$ cat config.mk
export PLATFORM = sky130hd
export DESIGN_NAME = ges_ctrl
export DESIGN_NICKNAME = d
export VERILOG_FILES = /design/src/sv/gaussian_elimination_solver_macros.svh /design/src/sv/ges_pkg.sv /design/src/sv/ges_ctrl.sv
export SDC_FILE = /design/constraint.sdc
export NUM_CORES = 1
export LEC_CHECK = 0
export BUFFER_PORTS_ARGS = -buffer_cell sky130_fd_sc_hd__buf_4
export CAP_MARGIN = 20
export CORE_ASPECT_RATIO = 0.9
export CORE_UTILIZATION = 50
export DETAILED_ROUTE_END_ITERATION = 6
export GPL_ROUTABILITY_DRIVEN = 0
export PLACE_DENSITY_LB_ADDON = 0.12
export SLEW_MARGIN = 20
export SYNTH_ARGS = -nofsm -noshare
export SYNTH_HDL_FRONTEND = slang
export SYNTH_SLANG_ARGS = --single-unit
$ cat constraint.sdc
create_clock -name clk -period 6.8 [get_ports clk]
set_input_delay 0.34 -clock clk [delete_from_list [all_inputs] [get_ports clk]]
set_output_delay 0.34 -clock clk [all_outputs]
set_load 0.01 [all_outputs]
$ cat src/sv/gaussian_elimination_solver_macros.svh
// ----------------------------------------------------------------------------
// gaussian_elimination_solver_macros.svh
// Assertion macros for the linear system solver.
// ----------------------------------------------------------------------------
`ifndef GAUSSIAN_ELIMINATION_SOLVER_MACROS_SVH
`define GAUSSIAN_ELIMINATION_SOLVER_MACROS_SVH
`ifndef SYNTH
`define GES_ASSERT(lbl, prp, msg) lbl: assert property (@(posedge clk) \
	disable iff (!arst_n) prp) else $error(msg);
`define GES_NEVER(lbl, cond, msg) lbl: assert property (@(posedge clk) \
	disable iff (!arst_n) !(cond)) else $error(msg);
`else
`define GES_ASSERT(lbl, prp, msg)
`define GES_NEVER(lbl, cond, msg)
`endif
`endif

$ cat src/sv/ges_pkg.sv
// ----------------------------------------------------------------------------
// ges_pkg
// Shared types, constants and saturation helper of the solver.
// ----------------------------------------------------------------------------
package ges_pkg;

	localparam int MAX_EQ_DEF = 16;
	localparam logic signed [31:0] Q_MAX = 32'sh7FFF_FFFF;
	localparam logic signed [31:0] Q_MIN = 32'sh8000_0000;

	typedef struct packed {
		logic mat_we;
		logic wsel_coef;
		logic ld_a;
		logic ld_piv;
		logic ld_c;
		logic ld_x_mat;
		logic ld_x_sub;
		logic mul_back;
		logic sub_x;
		logic div_start;
		logic div_src_x;
		logic sol_we;
		logic ld_out;
		logic clr_fault;
	} cmd_t;

	function automatic logic signed [31:0] sat32(input logic signed [63:0] v);
		logic signed [31:0] r;
		if (v > 64'(Q_MAX)) begin
			r = Q_MAX;
		end else if (v < 64'(Q_MIN)) begin
			r = Q_MIN;
		end else begin
			r = v[31:0];
		end
		return r;
	endfunction

endpackage

$ cat src/sv/ges_ctrl.sv
// ----------------------------------------------------------------------------
// ges_ctrl
// Solver sequencer: load, forward elimination, back substitution, output.
// ----------------------------------------------------------------------------
module ges_ctrl #(
	parameter int MAX_EQUATIONS = ges_pkg::MAX_EQ_DEF,
	localparam int RW = $clog2(MAX_EQUATIONS),
	localparam int CW = $clog2(MAX_EQUATIONS + 1),
	localparam int AW = RW + CW,
	localparam int CLW = (CW > 5) ? CW : 5
) (
	input  logic          clk,
	input  logic          arst_n,
	input  logic          cfg_valid,
	output logic          cfg_ready,
	input  logic [4:0]    equation_count,
	input  logic          in_valid,
	output logic          in_stall,
	input  logic          out_stall,
	output logic          out_valid,
	output logic [3:0]    variable_index,
	output logic          last_result,
	input  logic          div_done,
	output ges_pkg::cmd_t cmd,
	output logic [AW-1:0] mat_waddr,
	output logic [AW-1:0] mat_raddr,
	output logic [RW-1:0] sol_waddr,
	output logic [RW-1:0] sol_raddr
);

	typedef enum logic [4:0] {
		LOAD, E_PIV_RD, E_PIV_LD, E_A_RD, E_A_LD, E_DIV_GO, E_DIV_WAIT, E_DIV_LD,
		E_K_RDI, E_K_RDJ, E_K_MUL, E_K_WR, B_X_RD, B_X_LD, B_J_RD, B_J_P, B_J_M,
		B_J_SUB, B_P_RD, B_P_LD, B_DIV_GO, B_DIV_WAIT, B_DIV_WR, O_RD, O_LD, O_WAIT
	} state_t;

	state_t         state_q;
	logic [CW-1:0]  n_q;
	logic [RW-1:0]  lr_q;
	logic [CW-1:0]  lc_q;
	logic [RW-1:0]  i_q;
	logic [RW-1:0]  j_q;
	logic [CW-1:0]  k_q;
	logic           valid_q;
	logic           last_q;
	logic [3:0]     idx_q;
	logic           in_acc;
	logic           load_last;
	logic [CLW-1:0] v_ext;
	logic [CLW-1:0] v_clamp;
	logic [CW-1:0]  i_w;
	logic [CW-1:0]  j_w;
	logic [CW-1:0]  lr_w;

	assign in_acc    = in_valid && !in_stall;
	assign i_w       = CW'(i_q);
	assign j_w       = CW'(j_q);
	assign lr_w      = CW'(lr_q);
	assign load_last = (lc_q == n_q) && (lr_w + CW'(1) == n_q);
	assign v_ext     = CLW'(equation_count);

	always_comb begin
		if (v_ext == '0) begin
			v_clamp = CLW'(1);
		end else if (v_ext > CLW'(MAX_EQUATIONS)) begin
			v_clamp = CLW'(MAX_EQUATIONS);
		end else begin
			v_clamp = v_ext;
		end
	end

	always_comb begin
		cmd           = '0;
		mat_raddr     = '0;
		cmd.wsel_coef = (state_q == LOAD);
		cmd.mat_we    = in_acc || (state_q == E_K_WR);
		cmd.clr_fault = in_acc && load_last;
		unique case (state_q)
			E_PIV_RD: mat_raddr = {i_q, i_w};
			E_PIV_LD: cmd.ld_piv = 1'b1;
			E_A_RD:   mat_raddr = {j_q, i_w};
			E_A_LD:   cmd.ld_a = 1'b1;
			E_DIV_GO: cmd.div_start = 1'b1;
			E_DIV_LD: cmd.ld_c = 1'b1;
			E_K_RDI:  mat_raddr = {i_q, k_q};
			E_K_RDJ:  mat_raddr = {j_q, k_q};
			E_K_MUL:  cmd.ld_a = 1'b1;
			B_X_RD:   mat_raddr = {i_q, n_q};
			B_X_LD:   cmd.ld_x_mat = 1'b1;
			B_J_RD:   mat_raddr = {i_q, j_w};
			B_J_P:    cmd.mul_back = 1'b1;
			B_J_SUB: begin
				cmd.ld_x_sub = 1'b1;
				cmd.sub_x    = 1'b1;
			end
			B_P_RD:   mat_raddr = {i_q, i_w};
			B_P_LD:   cmd.ld_piv = 1'b1;
			B_DIV_GO: begin
				cmd.div_start = 1'b1;
				cmd.div_src_x = 1'b1;
			end
			B_DIV_WR: cmd.sol_we = 1'b1;
			O_LD:     cmd.ld_out = 1'b1;
			default: begin
			end
		endcase
	end

	assign mat_waddr = (state_q == LOAD) ? {lr_q, lc_q} : {j_q, k_q};
	assign sol_waddr = i_q;
	assign sol_raddr = j_q;

	always_ff @(posedge clk or negedge arst_n) begin
		if (!arst_n) begin
			state_q <= LOAD;
			n_q     <= CW'(1);
			lr_q    <= '0;
			lc_q    <= '0;
			i_q     <= '0;
			j_q     <= '0;
			k_q     <= '0;
			valid_q <= 1'b0;
			last_q  <= 1'b0;
			idx_q   <= '0;
		end else begin
			if (cfg_valid && cfg_ready) begin
				n_q  <= CW'(v_clamp);
				lr_q <= '0;
				lc_q <= '0;
			end
			unique case (state_q)
				LOAD: begin
					if (in_acc) begin
						if (lc_q == n_q) begin
							lc_q <= '0;
							if (load_last) begin
								lr_q    <= '0;
								i_q     <= '0;
								state_q <= (n_q == CW'(1)) ? B_X_RD : E_PIV_RD;
							end else begin
								lr_q <= lr_q + RW'(1);
							end
						end else begin
							lc_q <= lc_q + CW'(1);
						end
					end
				end
				E_PIV_RD: state_q <= E_PIV_LD;
				E_PIV_LD: begin
					j_q     <= i_q + RW'(1);
					state_q <= E_A_RD;
				end
				E_A_RD:   state_q <= E_A_LD;
				E_A_LD:   state_q <= E_DIV_GO;
				E_DIV_GO: state_q <= E_DIV_WAIT;
				E_DIV_WAIT: begin
					if (div_done) begin
						state_q <= E_DIV_LD;
					end
				end
				E_DIV_LD: begin
					k_q     <= '0;
					state_q <= E_K_RDI;
				end
				E_K_RDI: state_q <= E_K_RDJ;
				E_K_RDJ: state_q <= E_K_MUL;
				E_K_MUL: state_q <= E_K_WR;
				E_K_WR: begin
					if (k_q == n_q) begin
						if (j_w + CW'(1) < n_q) begin
							j_q     <= j_q + RW'(1);
							state_q <= E_A_RD;
						end else if (i_w + CW'(2) < n_q) begin
							i_q     <= i_q + RW'(1);
							state_q <= E_PIV_RD;
						end else begin
							i_q     <= RW'(n_q - CW'(1));
							state_q <= B_X_RD;
						end
					end else begin
						k_q     <= k_q + CW'(1);
						state_q <= E_K_RDI;
					end
				end
				B_X_RD: state_q <= B_X_LD;
				B_X_LD: begin
					j_q     <= i_q + RW'(1);
					state_q <= (i_w + CW'(1) < n_q) ? B_J_RD : B_P_RD;
				end
				B_J_RD: state_q <= B_J_P;
				B_J_P:  state_q <= B_J_M;
				B_J_M:  state_q <= B_J_SUB;
				B_J_SUB: begin
					if (j_w + CW'(1) < n_q) begin
						j_q     <= j_q + RW'(1);
						state_q <= B_J_RD;
					end else begin
						state_q <= B_P_RD;
					end
				end
				B_P_RD:   state_q <= B_P_LD;
				B_P_LD:   state_q <= B_DIV_GO;
				B_DIV_GO: state_q <= B_DIV_WAIT;
				B_DIV_WAIT: begin
					if (div_done) begin
						state_q <= B_DIV_WR;
					end
				end
				B_DIV_WR: begin
					if (i_q == '0) begin
						j_q     <= '0;
						state_q <= O_RD;
					end else begin
						i_q     <= i_q - RW'(1);
						state_q <= B_X_RD;
					end
				end
				O_RD: state_q <= O_LD;
				O_LD: begin
					valid_q <= 1'b1;
					idx_q   <= 4'(j_q);
					last_q  <= (j_w + CW'(1) == n_q);
					state_q <= O_WAIT;
				end
				O_WAIT: begin
					if (!out_stall) begin
						valid_q <= 1'b0;
						if (last_q) begin
							state_q <= LOAD;
						end else begin
							j_q     <= j_q + RW'(1);
							state_q <= O_RD;
						end
					end
				end
				default: state_q <= LOAD;
			endcase
		end
	end

	assign cfg_ready      = (state_q == LOAD);
	assign in_stall       = (state_q != LOAD) || cfg_valid;
	assign out_valid      = valid_q;
	assign variable_index = idx_q;
	assign last_result    = last_q;

endmodule

After elaboration in Yosys (flattened, before gate mapping)
Index checks and enable logic that the tools add are counted.
{"block": "word_totals", "register_bits": 38, "latchBits": 0, "mem_bits_rw": 0, "romBits": 0, "input_bits": 11, "output_inout_bits": 48, "word_cells": 148, "n_memories": 0}
{"block": "classes", "addsub": 11, "n_mul": 0, "div": 0, "order_cmp": 4, "eq_ne": 42, "n_shift": 0, "n_mux": 56, "bitwise_logic": 0, "reduce_logical": 25}
{"op": "one-hot mux 5 bit (26 select lines)", "n": 1}
{"op": "2-to-1 mux 5 bit", "n": 18}
{"op": "2-to-1 mux 4 bit", "n": 20}
{"op": "one-hot mux 9 bit (6 select lines)", "n": 1}
{"op": "equality test 5 bit (second input constant)", "n": 10}
{"op": "equality test 5 x 4 -> 1 bit (second input constant)", "n": 8}
{"op": "equality test 5 x 3 -> 1 bit (second input constant)", "n": 4}
{"op": "equality test 5 bit", "n": 4}
{"op": "one-hot mux 4 bit (5 select lines)", "n": 1}
{"op": "!= test 2 bit (second input constant)", "n": 8}
{"op": "adder 4 x 1 -> 5 bit (second input constant)", "n": 3}
{"op": "< comparator 5 bit", "n": 3}
{"op": "adder 4 x 1 -> 4 bit (second input constant)", "n": 3}
{"op": "one-hot mux 4 bit (3 select lines)", "n": 1}
{"op": "2-to-1 mux 1 bit", "n": 11}
{"op": "adder 5 x 1 -> 5 bit (second input constant)", "n": 2}
{"op": "equality test 5 x 1 -> 1 bit (second input constant)", "n": 2}
{"op": "equality test 5 x 2 -> 1 bit (second input constant)", "n": 2}
{"op": "zero test 5 bit", "n": 2}
{"op": "one-hot mux 5 bit (2 select lines)", "n": 1}
{"op": "nonzero test 5 bit", "n": 2}
{"op": "OR reduction 2 bit", "n": 5}
{"op": "2-to-1 mux 9 bit", "n": 1}
{"op": "!= test 2 x 1 -> 1 bit (second input constant)", "n": 4}
{"op": "other kinds (14)", "n": 21}

Longest topological paths before layout
Gate-level depths: netlist of run 1.
{"block": "logic_depth", "ltp_word": 7, "depth_mapped": 10, "ltp_nobuf": 10}

Least setup slack after synthesis of run 1
OpenSTA, ideal clock, no wires.
{"block": "synth_timing", "kind": "register to register", "start": "reg j_q[0] (netlist: sol_raddr[0])", "end": "reg i_q[0] (netlist: sol_waddr[0])", "setup_ns": 0.124, "arrival_ns": 2.545, "required_time_ns": 6.676, "setup_slack_ns": 4.131, "stages_incl_launch_ff": 10, "n_path_buf": 0, "period_less_slack_ns": 2.669, "cell_sequence": "dfrtp_1 > ha_1 > xor2_1 > ha_1 > nand4_1 > o221ai_1 > a32oi_1 > a211o_1 > or2_4 > a211o_1"}
{"block": "synth_between", "elab_chain_len": 4}
{"item": "start, declared", "line": "ges_ctrl.sv:42", "rtl": "logic [RW-1:0] j_q;"}
{"item": "start signal, assigned", "line": "ges_ctrl.sv:150", "rtl": "j_q <= i_q + RW'(1);"}
{"item": "start signal, assigned", "line": "ges_ctrl.sv:171", "rtl": "j_q <= j_q + RW'(1);"}
{"item": "start signal, assigned", "line": "ges_ctrl.sv:187", "rtl": "j_q <= i_q + RW'(1);"}
{"item": "adder 4 x 1 -> 5 bit", "line": "ges_ctrl.sv:170", "rtl": "if (j_w + CW'(1) < n_q) begin"}
{"item": "< comparator 5 bit", "line": "ges_ctrl.sv:170"}
{"item": "!= test 2 bit (no line)"}
{"item": "AND reduction 7 bit (no line)"}
{"item": "end signal, assigned", "line": "ges_ctrl.sv:174", "rtl": "i_q <= i_q + RW'(1);"}
{"item": "end signal, assigned", "line": "ges_ctrl.sv:177", "rtl": "i_q <= RW'(n_q - CW'(1));"}
{"item": "end signal, assigned", "line": "ges_ctrl.sv:214", "rtl": "i_q <= i_q - RW'(1);"}
{"item": "end, declared", "line": "ges_ctrl.sv:41", "rtl": "logic [RW-1:0] i_q;"}
Every way passes these cells.
A chain may end at the register's enable or synchronous reset.

Worst setup path after layout of run 1
{"block": "layout_timing", "start": "reg state_q[4]", "end": "out mat_waddr[6]"}
{"block": "layout_between", "elab_chain_len": 2}
{"item": "start, declared", "line": "ges_ctrl.sv:37", "rtl": "state_t state_q;"}
{"item": "start signal, assigned", "line": "ges_ctrl.sv:139", "rtl": "state_q <= (n_q == CW'(1)) ? B_X_RD : E_PIV_RD;"}
{"item": "start signal, assigned", "line": "ges_ctrl.sv:188", "rtl": "state_q <= (i_w + CW'(1) < n_q) ? B_J_RD : B_P_RD;"}
{"item": "zero test 5 bit", "line": "ges_ctrl.sv:109", "rtl": "assign mat_waddr = (state_q == LOAD) ? {lr_q, lc_q} : {j_q, k_q};"}
{"item": "2-to-1 mux 9 bit", "line": "ges_ctrl.sv:109"}
{"item": "end, declared", "line": "ges_ctrl.sv:25", "rtl": "output logic [AW-1:0] mat_waddr,"}
Every way passes these cells.

==> summary.md, run 1 <==
| Metric | Value |
|---|---|
| Status | `completed` |
| Buffers on Ports | `58` |
| Final min period | `between 3 and 4 ns` |
| Fin crit share | `0.4582` |
| Gr ovfl total | `0` |
| Syn Inst Count | `around 410` |
| Die width | `89.22 um` |
| DR iter-0 viols | `315` |
| Avg Inst Size Synth | `between 8 and 9 um2` |
| RSZ-0062 raised after global routing | `no` |
| Post-synthesis mux area share | `0.07749` |
| Pleak | `1.855 nW` |
| Synth Area in Simple Gates | `0.2102` |
| Fmax | `between 300 and 400 MHz` |
| Crit start category | `flip-flop` |
| Most frequent cells in the layout | `58 x buf_4, 44 x nand2_1, 37 x dfrtp_1, 26 x o21ai_0, 25 x nor2_1` |
| Slew of the pin with the lowest slew margin | `roughly 1.1 ns` |
| CP required | `6.46 ns` |
| Yosys cell types | `65` |
| Fillers | `about 630` |
| WP data arrival | `about 2.8 ns` |
| Worst clock skew | `between 0.007 and 0.008 ns` |
| Commonest non-fill, non-tap cell in the layout | `buf_4` |
| Post-synth EDFFs | `0` |
| Hold Path Class | `input pin to asynchronous set/reset pin` |
| Clock sink count | `38` |
| Dpl cell area | `about 3900 um2` |
| Warnings, synthesis | `0` |
| HPWL after DPL | `roughly 7100 um` |
| First-pass iteration count of the detailed router | `5` |
| Via count | `3299` |
| Share of layout cells above drive strength 1 | `0.2125` |
| Routed len/inst | `17.74 um` |
| Sequential-to-total area share from yosys stat | `0.2781` |
| P&R area growth vs syn | `14.88%` |
| DP Worst Slack | `3.831 ns` |
| Placeable Area | `~6600 um2` |
| CTS Hold Buffers Added | `0` |
| PD cells | `461.7 nW/um2` |
| Global-route wire length before repair | `between 15000 and 20000 um` |
| Die Y | `80.50 um` |
| Post-synth ARST share | `1.000` |
| Compound-gate portion of the synthesized area | `0.2171` |
| CP Capture Type | `output port` |
| Hold Vio Cnt, Final | `0` |
| Pins Over Slew Limit | `0` |
| Antenna viol nets, final | `0` |
| Max-slew headroom | `0.2869` |
| Worst r2r src | `sol_raddr[0]` |
| Largest net degree at the start of global routing | `39` |
| Vias/cell | `between 6 and 7` |
| Num CTS Buffers | `5` |
| Row count | `28` |
| Starting density of the core | `0.5198` |
| Synthesized cell area | `~3400 um2` |
| Resized Gates After CTS | `0` |
| H-tree depth | `2` |
| Clock Latency Late Sink | `around 0.30 ns` |
| Total global-route track usage | `0.2836` |
| Initial antenna violation count | `0` |
| Fin area | `roughly 3900 um2` |
| Launch point of the worst path | `state_q[4]` |
| Power Total | `1.816 mW` |
| Reg clk slew, reported paths | `~0.07 ns` |
| Yosys reg bits | `38` |
| CTS tree | `done` |
| Die ar. | `approximately 7200 um2` |
| Syn Nets | `about 440` |
| CTS root buffer | `clkbuf_8` |
| Post-CTS setup repair buffer count | `0` |
| Boundary pin count | `~60` |
| Dominant synthesized flop cell | `dfrtp_1` |
| MaxCap Viol Count | `0` |
| Max FO, Critical Path | `26` |
| Setup violators final | `0` |
| Setup TNS | `0 ns` |
| Longest Clk Path Bufs | `2` |
| Post-synthesis adder-cell area fraction | `0.08772` |
| Max IR drop VDD | `between 200 and 300 uV` |
| N_diodes | `0` |
| Kind of critical path | `flip-flop to output port` |
| Vias in the first global route | `about 3100` |
| Wirelength, routed | `between 9000 and 10000 um` |
| Final layout net count | `a little under 500` |
| # DRC | `0` |
| Largest family of logic cells by synthesized area | `compound AO/OA/AOI/OAI gates` |
| Post-Synth XOR/XNOR Area | `0.07164` |
| Final critical-path setup slack | `3.684 ns` |
[where the power goes]
| group | internal (mW) | switching [mW] |
|---|---|---|
| Clock | 0.0730 | 0.0823 |
| Sequential | 0.299 | 0.224 |
| Combinational | 0.511 | 0.626 |
[per-layer routing]
metal  track usage  wire, um
met1        0.3735      4301
met2        0.4626      4380
met3       0.04008       557
met4        0.1159       284
met5             0         0
[worst max-delay path, stage by stage (launching register included)]
cell     delay [ns]
dfrtp_1        0.67
nor3_2         0.35
and2_0         0.87
mux2_2         0.43
buf_4          0.15
[path summary, 6_finish.rpt]
kind                                     end  slack (ns)  depth (start not counted)
worst max-delay path            mat_waddr[6]        3.68                          4
worst min-delay path                  k_q[3]        0.01                          1
worst max register to register  sol_waddr[0]        3.76                          9
worst min register to register     out_valid        0.50                          2
max in group asynchronous             n_q[0]        6.43                          1
min in group clk                      n_q[0]        0.22                          2
[metrics by stage]
step                        util  instances  hold slack, ns
after CTS                 0.5971        537         0.02592
after floorplan                -        407         0.04441
after global placement    0.5849        529          0.3458
after global routing      0.5971        537         0.05080
after detailed placement  0.5849        529          0.3472
final                     0.5971        537         0.01283
[kinds of logic after synthesis]
| kind of cell | count (synthesis) |
|---|---|
| AOI/OAI and AO/OA | 106 |
| xor gates and xnor gates | 28 |
| adders and majority gates | 24 |
| buffers and inverters | 47 |
| DFF | 38 |
| muxes | 24 |
| and+or+nand+nor | 140 |
[sequential cells by signal (all words and copies together) (netlist names)]
name	flops
n_q	5
lr_q	4
sol_waddr	4
last_result	1
out_valid	1
lc_q	5
k_q	5
variable_index	4
state_q	5
sol_raddr	4
[area by class of cell]
cell class / count / area, um2 / area share
inverter: 21 / 78.83 / 0.02004
sequential: 38 / 952.2 / 0.2421
multi-input combinational: 322 / 2273 / 0.5781
clock buffer: 8 / 80.08 / 0.02036
tap: 90 / 112.6 / 0.02864
timing repair buffer: 58 / 435.4 / 0.1107
[synth_stat cells, types with 4 or more instances]
| cell type | instances | area [um2] |
|---|---|---|
| xor2_1 | 18 | 157.7 |
| nand2_1 | 44 | 165.2 |
| xnor2_1 | 10 | 87.58 |
| ha_1 | 24 | 300.3 |
| mux2_2 | 20 | 225.2 |
| nor2b_1 | 5 | 31.28 |
| nand2b_1 | 7 | 43.79 |
| o21ai_0 | 26 | 130.1 |
| buf_2 | 8 | 40.04 |
| nand3_1 | 14 | 70.07 |
| a21oi_1 | 13 | 65.06 |
| or3_1 | 4 | 25.02 |
| nor3_1 | 12 | 60.06 |
| mux2i_1 | 4 | 40.04 |
| and3_1 | 5 | 31.28 |
| a22o_1 | 10 | 87.58 |
| a211oi_1 | 8 | 60.06 |
| a221o_1 | 4 | 40.04 |
| dfrtp_1 | 37 | 925.9 |
| inv_1 | 20 | 75.07 |
| o31ai_1 | 8 | 60.06 |
| a21o_1 | 4 | 30.03 |
| nor2_1 | 25 | 93.84 |
| clkbuf_1 | 14 | 52.55 |
| a31oi_1 | 4 | 25.02 |
(Power assumes the default switching activity.)
==> run 2, diff against run 1 <==
==> constraint.sdc (replaced) <==
create_clock -name clk -period 2.9 [get_ports clk]
set_input_delay 0.145 -clock clk [delete_from_list [all_inputs] [get_ports clk]]
set_output_delay 0.145 -clock clk [all_outputs]
set_load 0.01 [all_outputs]
==> run 2 against run 1 <==
Compared with the run above: wire length rose by 4.8%; critical path depth rose by 5; core utilization rose by 3.4 points; count of clock-buffer cells in the layout is 1 lower; critical endpoint is now sol_raddr[0].
==> summary.md, run 2 (synthesis results as in run 1) <==
| Metric | Value |
|---|---|
| Status | `completed (unchanged)` |
| Antenna viol nets, final | `0 (unchanged)` |
| Post-CTS setup repair buffer count | `0 (unchanged)` |
| MaxCap Viol Count | `0 (unchanged)` |
| Final min period | `~2.7 ns` |
| Setup violators final | `0 (unchanged)` |
| WP data arrival | `2.89 ns (was 2.78 ns)` |
| DP Worst Slack | `0.1732 ns (was 3.831 ns)` |
| Die Y | `80.50 um (unchanged)` |
| Most frequent cells in the layout | `84 x buf_4, 44 x nand2_1, 37 x dfrtp_1, 26 x o21ai_0, 25 x nor2_1 (was 58 x buf_4, 44 x nand2_1, 37 x dfrtp_1, 26 x o21ai_0, 25 x nor2_1)` |
| Max FO, Critical Path | `7 (was 26)` |
| First-pass iteration count of the detailed router | `5 (unchanged)` |
| Fin area | `4159 um2 (was 3933 um2)` |
| CTS root buffer | `clkbuf_8 (unchanged)` |
| Final layout net count | `508 (was 481)` |
| Slew of the pin with the lowest slew margin | `0.6507 ns (was 1.069 ns)` |
| DR iter-0 viols | `228 (was 315)` |
| RSZ-0062 raised after global routing | `no (unchanged)` |
| HPWL after DPL | `7586 um (was 7073 um)` |
| Dpl cell area | `4048 um2 (was 3852 um2)` |
| Longest Clk Path Bufs | `2 (unchanged)` |
| Boundary pin count | `59 (unchanged)` |
| Pleak | `2.005 nW (was 1.855 nW)` |
| Largest net degree at the start of global routing | `39 (unchanged)` |
| Die width | `89.22 um (unchanged)` |
| Hold Vio Cnt, Final | `0 (unchanged)` |
| Fmax | `approximately 370 MHz` |
| Setup TNS | `0 ns (unchanged)` |
| Total global-route track usage | `0.2931 (was 0.2836)` |
| Reg clk slew, reported paths | `0.08 ns (was 0.07 ns)` |
| Hold Path Class | `input pin to flip-flop (was input pin to asynchronous set/reset pin)` |
| CP Capture Type | `flip-flop (was output port)` |
| H-tree depth | `2 (unchanged)` |
| Clock Latency Late Sink | `0.30 ns (about the same)` |
| Vias in the first global route | `3243 (was 3070)` |
| Worst clock skew | `0.01236 ns (was 0.007968 ns)` |
| Placeable Area | `6586 um2 (unchanged)` |
| CTS tree | `done (unchanged)` |
| Num CTS Buffers | `5 (unchanged)` |
| Pins Over Slew Limit | `0 (unchanged)` |
| Initial antenna violation count | `0 (unchanged)` |
| CP required | `3.08 ns (was 6.46 ns)` |
| Power Total | `4.626 mW (was 1.816 mW)` |
| P&R area growth vs syn | `21.49% (was 14.88%)` |
| Buffers on Ports | `58 (unchanged)` |
| Commonest non-fill, non-tap cell in the layout | `buf_4 (unchanged)` |
| N_diodes | `0 (unchanged)` |
| PD cells | `1112 nW/um2 (was 461.7 nW/um2)` |
| Clock sink count | `38 (unchanged)` |
| Max IR drop VDD | `594.8 uV (was 253.3 uV)` |
| Kind of critical path | `flip-flop to flip-flop (was flip-flop to output port)` |
| Global-route wire length before repair | `15990 um (was 15360 um)` |
| Final critical-path setup slack | `0.1899 ns (was 3.684 ns)` |
| Gr ovfl total | `0 (unchanged)` |
| Wirelength, routed | `9984 um (was 9524 um)` |
| Crit start category | `flip-flop (unchanged)` |
| Die ar. | `7182 um2 (unchanged)` |
| Fin crit share | `0.9345` |
| Vias/cell | `6.043 (was 6.143)` |
| # DRC | `0 (unchanged)` |
| Routed len/inst | `17.70 um (was 17.74 um)` |
| Fillers | `596 (was 629)` |
| Share of layout cells above drive strength 1 | `0.2637 (was 0.2125)` |
| Via count | `3408 (was 3299)` |
| Row count | `28 (unchanged)` |
| Starting density of the core | `0.5198 (unchanged)` |
| Max-slew headroom | `0.5629 (was 0.2869)` |
[run 2: critical path, stage by stage, from the launching register on]
cell and delay [ns]:
dfrtp_1 0.39, ha_1 0.22, xor2_1 0.21, ha_1 0.29
a211oi_1 0.23, o221ai_1 0.21, buf_4 0.21, o21ai_0 0.15
o2111ai_1 0.31, mux2_2 0.38
[run 2: repair_timing]
item	in CTS	in global routing
hold buffers	1	0
gates resized for setup	0	3
hold endpoints to repair	37	0
endpoints found under the setup margin	0	5
[run 2: area by class of cell]
cell class	count	area, um2	area share
well taps	90	112.6	0.02708
flip-flops and latches	38	952.2	0.2289
clock inverters	1	5.005	0.001203
clock buffers	7	86.33	0.02076
inverters	21	78.83	0.01895
repair buffers	85	640.6	0.1540
multi-input cells	322	2283	0.5490
[run 2: metrics by stage]
stage | util | std cells | hold slack [ns]
3_5_place_dp | 0.6146 | 555 | 0.1437
4_1_cts | 0.6299 | 564 | 0.009130
3_3_place_gp | 0.6146 | 555 | 0.1487
2_1_floorplan | - | 407 | -0.1506
5_1_grt | 0.6315 | 564 | 0.02125
6_report | 0.6315 | 564 | 0.01947
[run 2: worst paths after layout]
check / from / endpoint / slack (ns) / depth (start not counted)
min: equation_count[4] / n_q[0] / 0.02 / 2
min in group asynchronous: arst_n / k_q[1] / 0.34 / 2
min reg2reg: out_valid / out_valid / 0.51 / 2
max: sol_raddr[0] / sol_raddr[0] / 0.19 / 9
max reg2reg: sol_raddr[0] / sol_raddr[0] / 0.19 / 9
max in group asynchronous: arst_n / n_q[0] / 2.19 / 2
[run 2: power breakdown]
part	total (mW)	internal [mW]	switching (mW)	leakage, nW
clock	0.391	0.192	0.199	0.0482
combinational	3.21	1.43	1.78	1.46
sequential	1.03	0.706	0.320	0.497
[run 2: metal layers]
metal / wire (um) / GRT usage / up-vias / part of all wire
li1: - / - / 1614 / -
met1: 4439 / 0.3956 / 1618 / 0.44
met5: 0 / 0 / - / 0
met3: 666 / 0.04625 / 26 / 0.067
met4: 225 / 0.09365 / 0 / 0.023
met2: 4652 / 0.4763 / 150 / 0.47
==> run 3, diff against run 2 <==
--- a/config.mk
+++ b/config.mk
@@ -8,7 +8,7 @@
 export BUFFER_PORTS_ARGS = -buffer_cell sky130_fd_sc_hd__buf_4
 export CAP_MARGIN = 20
 export CORE_ASPECT_RATIO = 0.9
-export CORE_UTILIZATION = 50
+export CORE_UTILIZATION = 40
 export DETAILED_ROUTE_END_ITERATION = 6
 export GPL_ROUTABILITY_DRIVEN = 0
 export PLACE_DENSITY_LB_ADDON = 0.12
@@ -16,3 +16,4 @@
 export SYNTH_ARGS = -nofsm -noshare
 export SYNTH_HDL_FRONTEND = slang
 export SYNTH_SLANG_ARGS = --single-unit
+export TNS_END_PERCENT = 10
==> run 3 against run 2 <==
Compared with the run above: sequential cell count is the same; largest cell class unchanged; non-clock buffer count shrank 2; core utilization shrank 12 points; largest power group unchanged.
==> summary.md, run 3 (synthesis results as in run 1) <==
| Metric | Value |
|---|---|
| Status | `completed (unchanged)` |
| Crit start category | `flip-flop (unchanged)` |
| Internal | `2.485 mW (was 2.324 mW)` |
| Final Non-Filler Cells | `587 (was 564)` |
| CP Capture Type | `flip-flop (unchanged)` |
| Clock sink count | `38 (unchanged)` |
| CTS root buffer | `clkbuf_8 (unchanged)` |
| Layout Utilization | `0.5161 (was 0.6315)` |
| Hold Vio Cnt, Final | `0 (unchanged)` |
| Pins Over Slew Limit | `0 (unchanged)` |
| Hold Crit Start | `equation_count[4] (unchanged)` |
| Power Total | `4.816 mW (was 4.626 mW)` |
| Row count | `31 (was 28)` |
| Max IR drop VDD | `568.4 uV (was 594.8 uV)` |
| Fin crit share | `0.9497 (was 0.9345)` |
| Antenna viol nets, final | `0 (unchanged)` |
| Fin area | `4224 um2 (was 4159 um2)` |
| Die Y | `89.77 um (was 80.50 um)` |
| Sw frac | `0.4840 (was 0.4977)` |
| Vias/cell | `5.840 (was 6.043)` |
| Setup violators final | `0 (unchanged)` |
| Slew of the pin with the lowest slew margin | `0.6564 ns (was 0.6507 ns)` |
| CTS tree | `done (unchanged)` |
| Pleak | `2.012 nW (was 2.005 nW)` |
| Dpl cell area | `4064 um2 (was 4048 um2)` |
| Final layout net count | `506 (was 508)` |
| CP required | `3.12 ns (was 3.08 ns)` |
| Max-slew headroom | `0.5591 (was 0.5629)` |
| WHS Endpoint | `n_q[0] (unchanged)` |
| PD cells | `1140 nW/um2 (was 1112 nW/um2)` |
| Top Layer Used | `met4 (unchanged)` |
| Reg clk slew, reported paths | `0.08 ns (about the same)` |
| DR iter-0 viols | `161 (was 228)` |
| Gr ovfl total | `0 (unchanged)` |
| Placed Instances | `578 (was 555)` |
| P&R area growth vs syn | `23.39% (was 21.49%)` |
| Die ar. | `8933 um2 (was 7182 um2)` |
| Total global-route track usage | `0.2422 (was 0.2931)` |
| Wirelength, routed | `10480 um (was 9984 um)` |
| WP data arrival | `2.97 ns (was 2.89 ns)` |
| Via count | `3428 (was 3408)` |
| Routed len/inst | `17.86 um (was 17.70 um)` |
| N_diodes | `0 (unchanged)` |
| Reg2reg end | `state_q[2] (was sol_raddr[0])` |
| Worst r2r src | `sol_raddr[0] (unchanged)` |
| NetSw | `2.331 mW (was 2.302 mW)` |
| Global-route wire length before repair | `16990 um (was 15990 um)` |
| Seq pwr share | `0.213 (was 0.222)` |
| Num CTS Buffers | `5 (unchanged)` |
| Kind of critical path | `flip-flop to flip-flop (unchanged)` |
| Placeable Area | `8184 um2 (was 6586 um2)` |
| Die width | `99.52 um (was 89.22 um)` |
| Max FO, Critical Path | `6 (was 7)` |
| DP Worst Slack | `0.1933 ns (was 0.1732 ns)` |
| Clk network pwr share | `0.120 (was 0.085)` |
| Part of the power in combinational logic | `0.667 (was 0.694)` |
| Met2 wire length | `4898 um (was 4652 um)` |
| Hold Path Class | `input pin to flip-flop (unchanged)` |
| Setup TNS | `0 ns (unchanged)` |
| WL met3 | `631 um (was 666 um)` |
| RSZ-0062 raised after global routing | `no (unchanged)` |
| Buffers on Ports | `58 (unchanged)` |
| Largest net degree at the start of global routing | `39 (unchanged)` |
| Commonest non-fill, non-tap cell in the layout | `buf_4 (unchanged)` |
| Hold depth | `2 (unchanged)` |
| Final critical-path setup slack | `0.1459 ns (was 0.1899 ns)` |
| Starting density of the core | `0.4183 (was 0.5198)` |
| Minimum hold slack | `0.02388 ns (was 0.01947 ns)` |
| Vias in the first global route | `3276 (was 3243)` |
| Initial antenna violation count | `0 (unchanged)` |
| Clock Latency Late Sink | `0.30 ns (about the same)` |
| R2r setup slk | `0.15 ns (was 0.19 ns)` |
| # DRC | `0 (unchanged)` |
| Most frequent cells in the layout | `82 x buf_4, 44 x nand2_1, 36 x dfrtp_1, 26 x o21ai_0, 25 x nor2_1 (was 84 x buf_4, 44 x nand2_1, 37 x dfrtp_1, 26 x o21ai_0, 25 x nor2_1)` |
| R2R cell count | `10 (was 9)` |
| First-pass iteration count of the detailed router | `5 (unchanged)` |
| MaxCap Viol Count | `0 (unchanged)` |
| Boundary pin count | `59 (unchanged)` |
| Worst clock skew | `0.006229 ns (was 0.01236 ns)` |
| M1 WL | `4591 um (was 4439 um)` |
| Fmax | `363.1 MHz (was 369.0 MHz)` |
| HPWL after DPL | `8049 um (was 7586 um)` |
| H-tree depth | `2 (unchanged)` |
| Longest Clk Path Bufs | `2 (unchanged)` |
| Share of layout cells above drive strength 1 | `0.2627 (was 0.2637)` |
| Final min period | `2.754 ns (was 2.710 ns)` |
run 3: changes by cell type in the layout (fill, tap and decap cells not counted), sizes merged:
cell,change
buf,-2
bufinv,+2
clkbuf,-1
clkinv,-1
run 3: cell type report:
type	instances	area [um2]
tap	115	143.9
fill	779	3960
clock inverter	2	60.06
timing repair buffer	83	625.6
sequential	38	953.4
multi-input combinational	322	2280
inverter	21	78.83
clock buffer	6	82.58
run 3: power by group through the flow:
stage	Sequential (mW)	Clock, mW	Combinational [mW]
after floorplan	0.901	0	2.10
after global placement	1.02	0	3.10
after detailed placement	1.03	0	3.14
after CTS	1.02	0.585	3.15
after global routing	1.06	0.603	3.52
final	1.03	0.580	3.21
run 3: critical path, cell delays in order, from the launching register on:
cell and delay (ns):
dfrtp_1 0.39, ha_1 0.22, xor2_1 0.22, ha_1 0.29, a211oi_1 0.32, o221ai_2 0.17, buf_4 0.18, or4_1 0.40
o311ai_0 0.16, a31oi_1 0.11, a22oi_1 0.19
run 3: timing repair:
item,4_1_cts,5_1_grt
resized for setup,0,2
setup buffers,0,0
endpoints found under the setup margin,0,2
hold buffers,1,0
hold endpoints to repair,37,0
run 3: per-layer routing:
metal  track usage  up-vias
met5             0        -
met4        0.1017        0
met3       0.03266       28
met2        0.3791      139
met1        0.3345     1657
li1              -     1604
run 3: how the worst max path moves through the flow:
stage | from | to | slack [ns] | cells past startpoint
after floorplan | sol_raddr[0] | sol_waddr[0] | 0.23 | 9
after global placement | sol_raddr[1] | state_q[2] | 0.30 | 10
after detailed placement | sol_raddr[0] | state_q[2] | 0.19 | 10
after CTS | sol_raddr[0] | state_q[2] | 0.16 | 10
after global routing | sol_raddr[0] | state_q[2] | 0.01 | 11
final | sol_raddr[0] | state_q[2] | 0.15 | 10
